### config.mk
export PLATFORM = sky130hd
export DESIGN_NAME = utf8_text_sanitizer
export DESIGN_NICKNAME = d
export VERILOG_FILES = /design/src/rtl/core/uts_pkg.sv /design/src/rtl/core/uts_front.sv /design/src/rtl/core/uts_group_fifo.sv /design/src/rtl/core/uts_back.sv /design/src/rtl/core/utf8_text_sanitizer.sv
export SDC_FILE = /design/constraint.sdc
export NUM_CORES = 1
export LEC_CHECK = 0
export BUFFER_PORTS_ARGS = -buffer_cell sky130_fd_sc_hd__clkbuf_2
export CAP_MARGIN = 20
export CORE_MARGIN = 2
export CORE_UTILIZATION = 57
export DETAILED_ROUTE_END_ITERATION = 8
export PLACE_DENSITY_LB_ADDON = 0.15
export SLEW_MARGIN = 10
export SYNTH_ARGS = -nofsm -noshare
export SYNTH_HDL_FRONTEND = slang
export SYNTH_SLANG_ARGS = --single-unit
### constraint.sdc
create_clock -name clk -period 9.7 [get_ports clk]
set_input_delay 2.425 -clock clk [delete_from_list [all_inputs] [get_ports clk]]
set_output_delay 2.425 -clock clk [all_outputs]
set_load 0.05 [all_outputs]
### src/rtl/core/uts_pkg.sv
// ----------------------------------------------------------------------------
// uts_pkg
// Shared types and constants for the UTF-8 text sanitiser.
// ----------------------------------------------------------------------------
`default_nettype none

package uts_pkg;

  // Most bytes one input beat can release, and depth of the group queue
  localparam int GROUP_SLOTS = 4;
  localparam int QUEUE_DEPTH = 4;
  localparam int HOLD_DEPTH  = 3;

  localparam logic [2:0] LEN_STRAY = 3'd0;
  localparam logic [2:0] LEN_ONE   = 3'd1;
  localparam logic [2:0] LEN_TWO   = 3'd2;
  localparam logic [2:0] LEN_THREE = 3'd3;
  localparam logic [2:0] LEN_FOUR  = 3'd4;

  localparam logic [7:0] ASCII_CTRL_MAX = 8'h1F;
  localparam logic [7:0] ASCII_DEL      = 8'h7F;

  localparam logic [20:0] CP_MIN_TWO    = 21'h000080;
  localparam logic [20:0] CP_MIN_THREE  = 21'h000800;
  localparam logic [20:0] CP_MIN_FOUR   = 21'h010000;
  localparam logic [20:0] CP_C1_MAX     = 21'h00009F;
  localparam logic [20:0] CP_SURR_LO    = 21'h00D800;
  localparam logic [20:0] CP_SURR_HI    = 21'h00DFFF;
  localparam logic [20:0] CP_MAX        = 21'h10FFFF;
  localparam logic [20:0] CP_ZW_LO      = 21'h00200B;
  localparam logic [20:0] CP_ZW_HI      = 21'h00200F;
  localparam logic [20:0] CP_BIDI_LO    = 21'h00202A;
  localparam logic [20:0] CP_BIDI_HI    = 21'h00202E;
  localparam logic [20:0] CP_WJ_LO      = 21'h002060;
  localparam logic [20:0] CP_WJ_HI      = 21'h002064;
  localparam logic [20:0] CP_BOM        = 21'h00FEFF;

  // Bytes released by one input beat; count 0 with msg_end is a bare end marker
  typedef struct packed {
    logic [GROUP_SLOTS-1:0][7:0] bytes;
    logic [2:0]                  count;
    logic                        msg_end;
  } group_t;

endpackage

`default_nettype wire

### src/rtl/core/uts_front.sv
// ----------------------------------------------------------------------------
// uts_front
// Decoder front end: holds partial UTF-8 sequences, classifies each input
// byte and emits the group of bytes that the beat releases.
// ----------------------------------------------------------------------------
`default_nettype none

module uts_front (
  input  wire logic           clk,
  input  wire logic           rst,
  input  wire logic           accept,
  input  wire logic [7:0]     in_byte,
  input  wire logic           message_end,
  input  wire logic           cfg_we,
  input  wire logic           cfg_strip,
  output uts_pkg::group_t     grp,
  output logic                grp_valid
);
  import uts_pkg::*;

  function automatic logic [2:0] lead_len(input logic [7:0] b);
    priority if (b[7] == 1'b0)       lead_len = LEN_ONE;
    else if (b[7:5] == 3'b110)       lead_len = LEN_TWO;
    else if (b[7:4] == 4'b1110)      lead_len = LEN_THREE;
    else if (b[7:3] == 5'b11110)     lead_len = LEN_FOUR;
    else                             lead_len = LEN_STRAY;
  endfunction

  function automatic logic is_sep(input logic [7:0] b);
    is_sep = (b == 8'h7B) || (b == 8'h7D) || (b == 8'h3A) ||
             (b == 8'h3B) || (b == 8'h2C) || (b == 8'h2F);
  endfunction

  function automatic logic drop_cp(input logic [20:0] cp);
    drop_cp = (cp >= CP_MIN_TWO && cp <= CP_C1_MAX) ||
              (cp >= CP_ZW_LO   && cp <= CP_ZW_HI)  ||
              (cp >= CP_BIDI_LO && cp <= CP_BIDI_HI) ||
              (cp >= CP_WJ_LO   && cp <= CP_WJ_HI)  ||
              (cp == CP_BOM);
  endfunction

  logic                  strip;
  logic [7:0]            held [HOLD_DEPTH];
  logic [1:0]            held_count;
  logic [2:0]            seq_len;
  logic [14:0]           partial;

  logic                  active, is_cont, complete, grow, broken, cp_ok;
  logic                  fresh_emit, fresh_hold, ascii_drop, flush, append_b;
  logic [2:0]            fresh_len;
  logic [20:0]           cp, min_cp;
  logic [1:0]            n_held;
  logic [14:0]           fresh_code;

  always_comb begin
    active     = (seq_len != 3'd0);
    is_cont    = (in_byte[7:6] == 2'b10);
    cp         = {partial, in_byte[5:0]};
    fresh_len  = lead_len(in_byte);
    ascii_drop = (in_byte <= ASCII_CTRL_MAX) || (in_byte == ASCII_DEL) ||
                 (strip && is_sep(in_byte));
    fresh_emit = ((fresh_len == LEN_ONE) && !ascii_drop) || (fresh_len == LEN_STRAY);
    fresh_hold = (fresh_len == LEN_TWO) || (fresh_len == LEN_THREE) ||
                 (fresh_len == LEN_FOUR);

    complete = active && is_cont && (({1'b0, held_count} + 3'd1) >= seq_len);
    grow     = active && is_cont && !complete;
    broken   = active && !is_cont;

    unique case (seq_len)
      LEN_TWO:   min_cp = CP_MIN_TWO;
      LEN_THREE: min_cp = CP_MIN_THREE;
      default:   min_cp = CP_MIN_FOUR;
    endcase
    cp_ok = !(cp < min_cp) && !(cp >= CP_SURR_LO && cp <= CP_SURR_HI) &&
            !(cp > CP_MAX) && !drop_cp(cp);

    // Held bytes go out first, then possibly the current byte
    flush    = (complete && cp_ok) || (grow && message_end) || broken;
    n_held   = flush ? held_count : 2'd0;
    append_b = (complete && cp_ok) || (grow && message_end) ||
               (!is_cont || !active) && !active && (fresh_emit || (fresh_hold && message_end)) ||
               (broken && (fresh_emit || (fresh_hold && message_end)));

    for (int k = 0; k < GROUP_SLOTS; k++) begin
      if (k < HOLD_DEPTH && 2'(k) < n_held) grp.bytes[k] = held[k];
      else                                  grp.bytes[k] = in_byte;
    end
    grp.count   = {1'b0, n_held} + {2'b00, append_b};
    grp.msg_end = message_end;
    grp_valid   = accept && ((grp.count != 3'd0) || message_end);

    unique case (fresh_len)
      LEN_TWO:   fresh_code = {10'd0, in_byte[4:0]};
      LEN_THREE: fresh_code = {11'd0, in_byte[3:0]};
      default:   fresh_code = {12'd0, in_byte[2:0]};
    endcase
  end

  // Control state
  always_ff @(posedge clk) begin
    if (rst) begin
      strip      <= 1'b0;
      held_count <= 2'd0;
      seq_len    <= 3'd0;
      partial    <= '0;
    end else begin
      if (cfg_we) strip <= cfg_strip;
      if (accept) begin
        priority if (message_end) begin
          held_count <= 2'd0;
          seq_len    <= 3'd0;
          partial    <= '0;
        end else if (grow) begin
          held_count <= held_count + 2'd1;
          partial    <= cp[14:0];
        end else if (!is_cont && fresh_hold || !active && fresh_hold) begin
          held_count <= 2'd1;
          seq_len    <= fresh_len;
          partial    <= fresh_code;
        end else begin
          held_count <= 2'd0;
          seq_len    <= 3'd0;
          partial    <= '0;
        end
      end
    end
  end

  // Held bytes: payload only, read below held_count
  always_ff @(posedge clk) begin
    if (accept && !message_end) begin
      for (int i = 0; i < HOLD_DEPTH; i++) begin
        if (grow && held_count == 2'(i)) held[i] <= in_byte;
      end
      if ((broken || !active) && fresh_hold) held[0] <= in_byte;
    end
  end

endmodule

`default_nettype wire

### src/rtl/core/uts_group_fifo.sv
// ----------------------------------------------------------------------------
// uts_group_fifo
// Short queue of byte groups between decoder and serialiser.
// ----------------------------------------------------------------------------
`default_nettype none

module uts_group_fifo #(
  parameter int Depth = uts_pkg::QUEUE_DEPTH
) (
  input  wire logic           clk,
  input  wire logic           rst,
  input  wire logic           push,
  input  wire uts_pkg::group_t wr_grp,
  output logic                full,
  input  wire logic           pop,
  output uts_pkg::group_t     rd_grp,
  output logic                nonempty
);
  import uts_pkg::*;

  localparam int PTR_W = (Depth > 1) ? $clog2(Depth) : 1;
  localparam int CNT_W = $clog2(Depth + 1);

  group_t           mem [Depth];
  logic [PTR_W-1:0] wr_ptr, rd_ptr;
  logic [CNT_W-1:0] fill;

  assign full     = (fill == CNT_W'(Depth));
  assign nonempty = (fill != '0);
  assign rd_grp   = mem[rd_ptr];

  always_ff @(posedge clk) begin
    if (rst) begin
      wr_ptr <= '0;
      rd_ptr <= '0;
      fill   <= '0;
    end else begin
      if (push) wr_ptr <= (wr_ptr == PTR_W'(Depth - 1)) ? '0 : wr_ptr + 1'b1;
      if (pop)  rd_ptr <= (rd_ptr == PTR_W'(Depth - 1)) ? '0 : rd_ptr + 1'b1;
      if (push && !pop)      fill <= fill + 1'b1;
      else if (pop && !push) fill <= fill - 1'b1;
    end
  end

  always_ff @(posedge clk) begin
    if (push) mem[wr_ptr] <= wr_grp;
  end

endmodule

`default_nettype wire

### src/rtl/core/uts_back.sv
// ----------------------------------------------------------------------------
// uts_back
// Serialiser: unpacks groups one at a time into result beats, one per pop.
// ----------------------------------------------------------------------------
`default_nettype none

module uts_back (
  input  wire logic           clk,
  input  wire logic           rst,
  input  wire uts_pkg::group_t head,
  input  wire logic           head_valid,
  output logic                head_take,
  input  wire logic           pop,
  output logic                empty,
  output logic [7:0]          out_byte,
  output logic                byte_present,
  output logic                run_last,
  output logic                output_done
);
  import uts_pkg::*;

  group_t     cur;
  logic       busy;
  logic [1:0] idx;
  logic [2:0] eff_cnt, last_m1;
  logic       bare, is_last, advance;

  always_comb begin
    bare      = (cur.count == 3'd0);
    eff_cnt   = bare ? 3'd1 : cur.count;
    last_m1   = eff_cnt - 3'd1;
    is_last   = (idx == last_m1[1:0]);
    advance   = busy && pop;
    head_take = head_valid && (!busy || (advance && is_last));

    empty        = !busy;
    out_byte     = bare ? 8'h00 : cur.bytes[idx];
    byte_present = !bare;
    run_last     = is_last;
    output_done  = is_last && cur.msg_end;
  end

  always_ff @(posedge clk) begin
    if (rst) begin
      busy <= 1'b0;
      idx  <= 2'd0;
    end else begin
      priority if (head_take) begin
        busy <= 1'b1;
        idx  <= 2'd0;
      end else if (advance && is_last) begin
        busy <= 1'b0;
        idx  <= 2'd0;
      end else if (advance) begin
        idx <= idx + 2'd1;
      end
    end
  end

  always_ff @(posedge clk) begin
    if (head_take) cur <= head;
  end

endmodule

`default_nettype wire

### src/rtl/core/utf8_text_sanitizer.sv
// ----------------------------------------------------------------------------
// utf8_text_sanitizer
// Streaming UTF-8 filter: drops controls, format characters and invalid code
// points, passes stray and cut-off bytes raw, one byte per cycle unless full.
// ----------------------------------------------------------------------------
//  channel   handshake          payload
//  input     push / full        in_byte, message_end
//  result    empty / pop        out_byte, byte_present, run_last, output_done
//  config    cfg_valid / ready  strip_separators
//
//  One byte accepted per cycle while the group queue has room; a result is
//  registered in the queue and then in the serialiser, which gives one
//  result beat per cycle while pop is asserted, so a byte releasing up to
//  four results holds the output while the queue takes input. Reset empties
//  the queue and clears strip mode. Either side may stall without loss.
// ----------------------------------------------------------------------------
`default_nettype none

module utf8_text_sanitizer #(
  parameter int QueueDepth = uts_pkg::QUEUE_DEPTH
) (
  input  wire logic       clk,
  input  wire logic       rst,
  input  wire logic       push,
  output logic            full,
  input  wire logic [7:0] in_byte,
  input  wire logic       message_end,
  output logic            empty,
  input  wire logic       pop,
  output logic [7:0]      out_byte,
  output logic            byte_present,
  output logic            run_last,
  output logic            output_done,
  input  wire logic       cfg_valid,
  output logic            cfg_ready,
  input  wire logic       strip_separators
);
  import uts_pkg::*;

  group_t grp, head;
  logic   grp_push, head_valid, head_take, accept;

  assign cfg_ready = 1'b1;
  assign accept    = push && !full;

  uts_front u_front (
    .clk         (clk),
    .rst         (rst),
    .accept      (accept),
    .in_byte     (in_byte),
    .message_end (message_end),
    .cfg_we      (cfg_valid && cfg_ready),
    .cfg_strip   (strip_separators),
    .grp         (grp),
    .grp_valid   (grp_push)
  );

  uts_group_fifo #(.Depth(QueueDepth)) u_fifo (
    .clk      (clk),
    .rst      (rst),
    .push     (grp_push),
    .wr_grp   (grp),
    .full     (full),
    .pop      (head_take),
    .rd_grp   (head),
    .nonempty (head_valid)
  );

  uts_back u_back (
    .clk          (clk),
    .rst          (rst),
    .head         (head),
    .head_valid   (head_valid),
    .head_take    (head_take),
    .pop          (pop),
    .empty        (empty),
    .out_byte     (out_byte),
    .byte_present (byte_present),
    .run_last     (run_last),
    .output_done  (output_done)
  );

`ifndef NO_ASSERTIONS
  // Decoder never writes a group into a full queue
  a_no_overflow: assert property (@(posedge clk) disable iff (rst)
    grp_push |-> !full)
    else $error("group pushed into full queue");

  // A bare end marker is always the final beat of its message
  a_bare_is_end: assert property (@(posedge clk) disable iff (rst)
    (!empty && !byte_present) |-> (run_last && output_done))
    else $error("bare end marker not final");

  // A run in progress keeps results on offer after a mid-run pop
  a_run_holds: assert property (@(posedge clk) disable iff (rst)
    (!empty && pop && !run_last) |=> !empty)
    else $error("run broken before its last beat");

  // Nothing on offer straight after reset
  a_reset_empty: assert property (@(posedge clk)
    $past(rst) |-> empty)
    else $error("result offered after reset");
`endif

endmodule

`default_nettype wire
==> flow_metrics.py <==
metrics = {
    "routing": {
        "wl_per_cell_um": 22.9,
        "totalWireLength_um": 19700,
        "drt_pass1_iterations": 5,
        "num_vias": 5315,
        "drtIter0Drc": 564,
        "remaining_drc_errors": 0,
        "drtAntennaViolNets": 0,
        "viasPerCell": 6.19,
    },
    "logic_synthesis": {
        "yosysTopAreaCell": "edfxtp_1",
        "synth.area.top_cells": "edfxtp_1, mux4_2, dfxtp_1",
        "synth_warnings": 0,
        "synthSimpleGateAreaFrac_pct": 6.76,
        "syn_area_sq_um": 9800,
        "syn_area_per_cell_sq_um": 16.6,
        "synthMuxAreaShare_pct": 12.9,
        "ys_ff_latch": 235,
        "synth_compound_area_share_pct": 6.58,
        "yosysUniqueCellTypes": 66,
        "synth_top_family_by_area": "multiplexers",
        "synth_nets": 623,
        "yosys_most_used_dff": "edfxtp_1",
        "synthXorXnorAreaFrac_pct": 0.179,
        "synthAdderAreaFrac_pct": 2.49,
        "synth_top_area_share_pct": 62.5,
        "synthArstFlopShare_pct": 0,
        "synth-edff-count": 204,
        "yosysSeqAreaShare_pct": 68.8,
        "synthCells": 590,
    },
    "power": {
        "peakVddDrop_uv": 164,
        "p_clk_share_pct": 29.4,
        "p_sw_share_pct": 29.0,
        "seqPwrFrac_pct": 47.9,
        "finalPower_mw": 2.85,
        "p_sw_mw": 0.825,
        "combinationalPowerShare_pct": 22.7,
        "power_density_nw_per_um2": 262,
        "p_int_mw": 2.02,
        "static-leakage-power_nw": 3.59,
    },
    "sta": {
        "holdWs_ns": 0.513,
        "fmax_mhz": 155,
        "period_needed_ns": 6.47,
        "slew_headroom_pct": 31.5,
        "worst_pin_slew_ns": 1.03,
        "min_period_over_period_pct": 66.7,
        "rsz0062_at_grt": "false",
        "skew_ns": 0.0104,
        "hold_viol": 0,
        "drv_slew": 0,
        "finalSetupTns_ns": 0,
        "setup_viol": 0,
    },
    "clocking": {
        "cts-root-buf": "clkbuf_16",
        "cts_tree": "yes",
        "clock_tree.buffer_depth": 3,
        "clk_pin_slew_ns": 0.06,
        "cts_resized": 0,
        "clock_latency_ns": 0.50,
        "cts_buffers": 23,
        "htree_levels": 1,
        "clock_sinks": 235,
        "hold_buffers": 0,
        "postCtsSetupBuffers": 0,
    },
    "floorplan": {
        "rows": 47,
        "die_h_um": 135,
        "dieWidth_um": 135,
        "die_area_sq_um": 18300,
        "start_util_pct": 58.7,
        "core_area_sq_um": 16700,
        "floorplan.io_pins": 29,
    },
    "worst_setup_path": {
        "worstSetupStartpointType": "input port",
        "setup.worst_path.class": "input port to flop",
        "cp-startpoint": "in_byte[1]",
        "reg2reg_from": "u_front.held_count[0]",
        "cp.required_ns": 10.12,
        "end_kind": "flop",
        "worstPathArrival_ns": 6.89,
        "worst-path-max-fanout": 19,
    },
    "global_routing": {
        "grt_util_all_layers_pct": 22.2,
        "grt_pass1_wl_um": 30400,
        "antenna_found_initial": 0,
        "grt_remaining_overflow": 0,
        "grt_pass1_vias": 5443,
        "grt_max_degree": 40,
    },
    "place": {
        "portBuffers": 27,
        "hpwl_um": 12500,
        "gp_congestion": 0.919,
    },
    "status": {
        "outcome": "completed",
    },
    "final_layout": {
        "finalNetCount": 655,
        "drive_gt1_share_pct": 21.0,
        "synthToLayoutAreaGrowth_pct": 10.8,
        "fillCellCount": 1166,
        "antenna_cells": 0,
    },
    "min_path": {
        "hold_class": "flop to flop",
        "hold_start": "u_fifo.fill[2]",
    },
    "flow_run": {
        "maxCapViolations": 0,
    },
}
## Yosys cell counts (all sizes together), types with 2 or more instances
library cell,number
a211oi,2
a21boi,4
a21o,2
a21oi,10
a22oi,16
a31oi,4
and2,9
and3,3
buf,16
clkbuf,15
dfxtp,31
edfxtp,204
ha,17
inv,21
mux2,16
mux2i,6
mux4,44
nand2,31
nand2b,6
nand3,4
nor2,41
nor2b,12
nor3,8
nor4,3
o211ai,11
o21ai,10
o21bai,2
o221ai,2
o311ai,8
o31a,2
o32ai,2
o41ai,2
or3,3
or4,3
xor2,2
## worst paths after layout
check        depth (start not counted)  slack [ns]              to
min reg2reg                          2        0.51  u_fifo.fill[2]
min                                  2        0.51  u_fifo.fill[2]
max reg2reg                         19        4.36  u_fifo.fill[2]
max                                 17        3.23  u_fifo.fill[2]
## power groups by stage
stage                     sequential, mW  combinational, mW  clock, mW
after global placement              1.38              0.635          0
after floorplan                     1.35              0.512          0
after detailed placement            1.39              0.650          0
after CTS                           1.37              0.653      0.851
final                               1.36              0.646      0.836
after global routing                1.38              0.692      0.889
## flip-flops by register name, summed over array words and instances, names as in the netlist
register	cells
u_fifo.wr_ptr	2
u_front.held_count	2
u_fifo.rd_ptr	2
u_fifo.mem	144
u_front.seq_len	3
u_back.cur	36
u_fifo.fill	3
u_front.held	24
u_back.idx	2
u_back.busy	1
u_front.strip	1
u_front.partial	15
## through the flow
stage	std cells	cell area [sq um]	setup WS, ns	util [%]
floorplan	590	9800	3.66	-
global placement	816	10200	2.97	60.8
detailed placement	816	10200	2.71	60.8
CTS	857	10900	3.21	65.0
global route	858	10900	2.85	65.1
finish	858	10900	3.23	65.1
## cell families (layout without fill, tap and decap cells)
group           count (synthesis)  in the layout
simple gates                  130            130
other cells                     1              1
xor+xnor                        2              2
compound gates                 85             85
fa+ha+maj                      19             19
buf+inv                        52            100
mux                            66             66
flops                         235            235
## layout make-up
| class | count | area (sq um) | share of cell area (%) |
|---|---|---|---|
| tap | 220 | 275 | 2.53 |
| multi-input combinational | 303 | 2850 | 26.2 |
| timing repair buffer | 38 | 215 | 1.98 |
| inverter | 21 | 78.8 | 0.725 |
| sequential | 235 | 6750 | 62.1 |
| clock buffer | 34 | 637 | 5.86 |
| clock inverter | 7 | 65.1 | 0.599 |
## routing by layer
| metal | vias up | global-route usage, % | part of all wire [%] |
|---|---|---|---|
| met1 | 2748 | 30.4 | 43 |
| met3 | 35 | 2.88 | 4.3 |
| met4 | 0 | 6.48 | 2.2 |
| li1 | 2389 | - | - |
| met2 | 143 | 37.8 | 51 |
| met5 | - | 0 | 0 |
## layout by cell type, fill, tap and decap left out, types with 4 or more instances in the layout
cell,count
nor2b_1,12
mux4_2,44
edfxtp_1,204
o311ai_0,8
o21ai_0,9
a21oi_1,8
a31oi_1,4
nand3_1,4
mux2_1,8
ha_1,17
clkbuf_1,9
clkbuf_2,27
nand2b_1,6
nand2_1,31
mux2i_1,6
clkinv_2,4
nor3_1,8
mux2_4,8
o211ai_1,10
a22oi_1,16
and2_1,8
clkbuf_16,23
dfxtp_1,30
nor2_1,40
inv_1,21
buf_4,10
## critical path: stages
cell and delay, ns:
clkbuf_2 0.26, and2_4 0.25, a2111oi_0 0.55, o2111ai_1 0.19
o221ai_2 0.24, o31a_1 0.45, nor2_1 0.08, ha_1 0.19
ha_1 0.34, nor4_1 0.07, nor2_1 0.45, ha_1 0.29
inv_1 0.07, fa_1 0.38, xor2_1 0.18, or3_1 0.31
a21oi_1 0.14
Note: power is estimated with default switching activity, not from simulation.
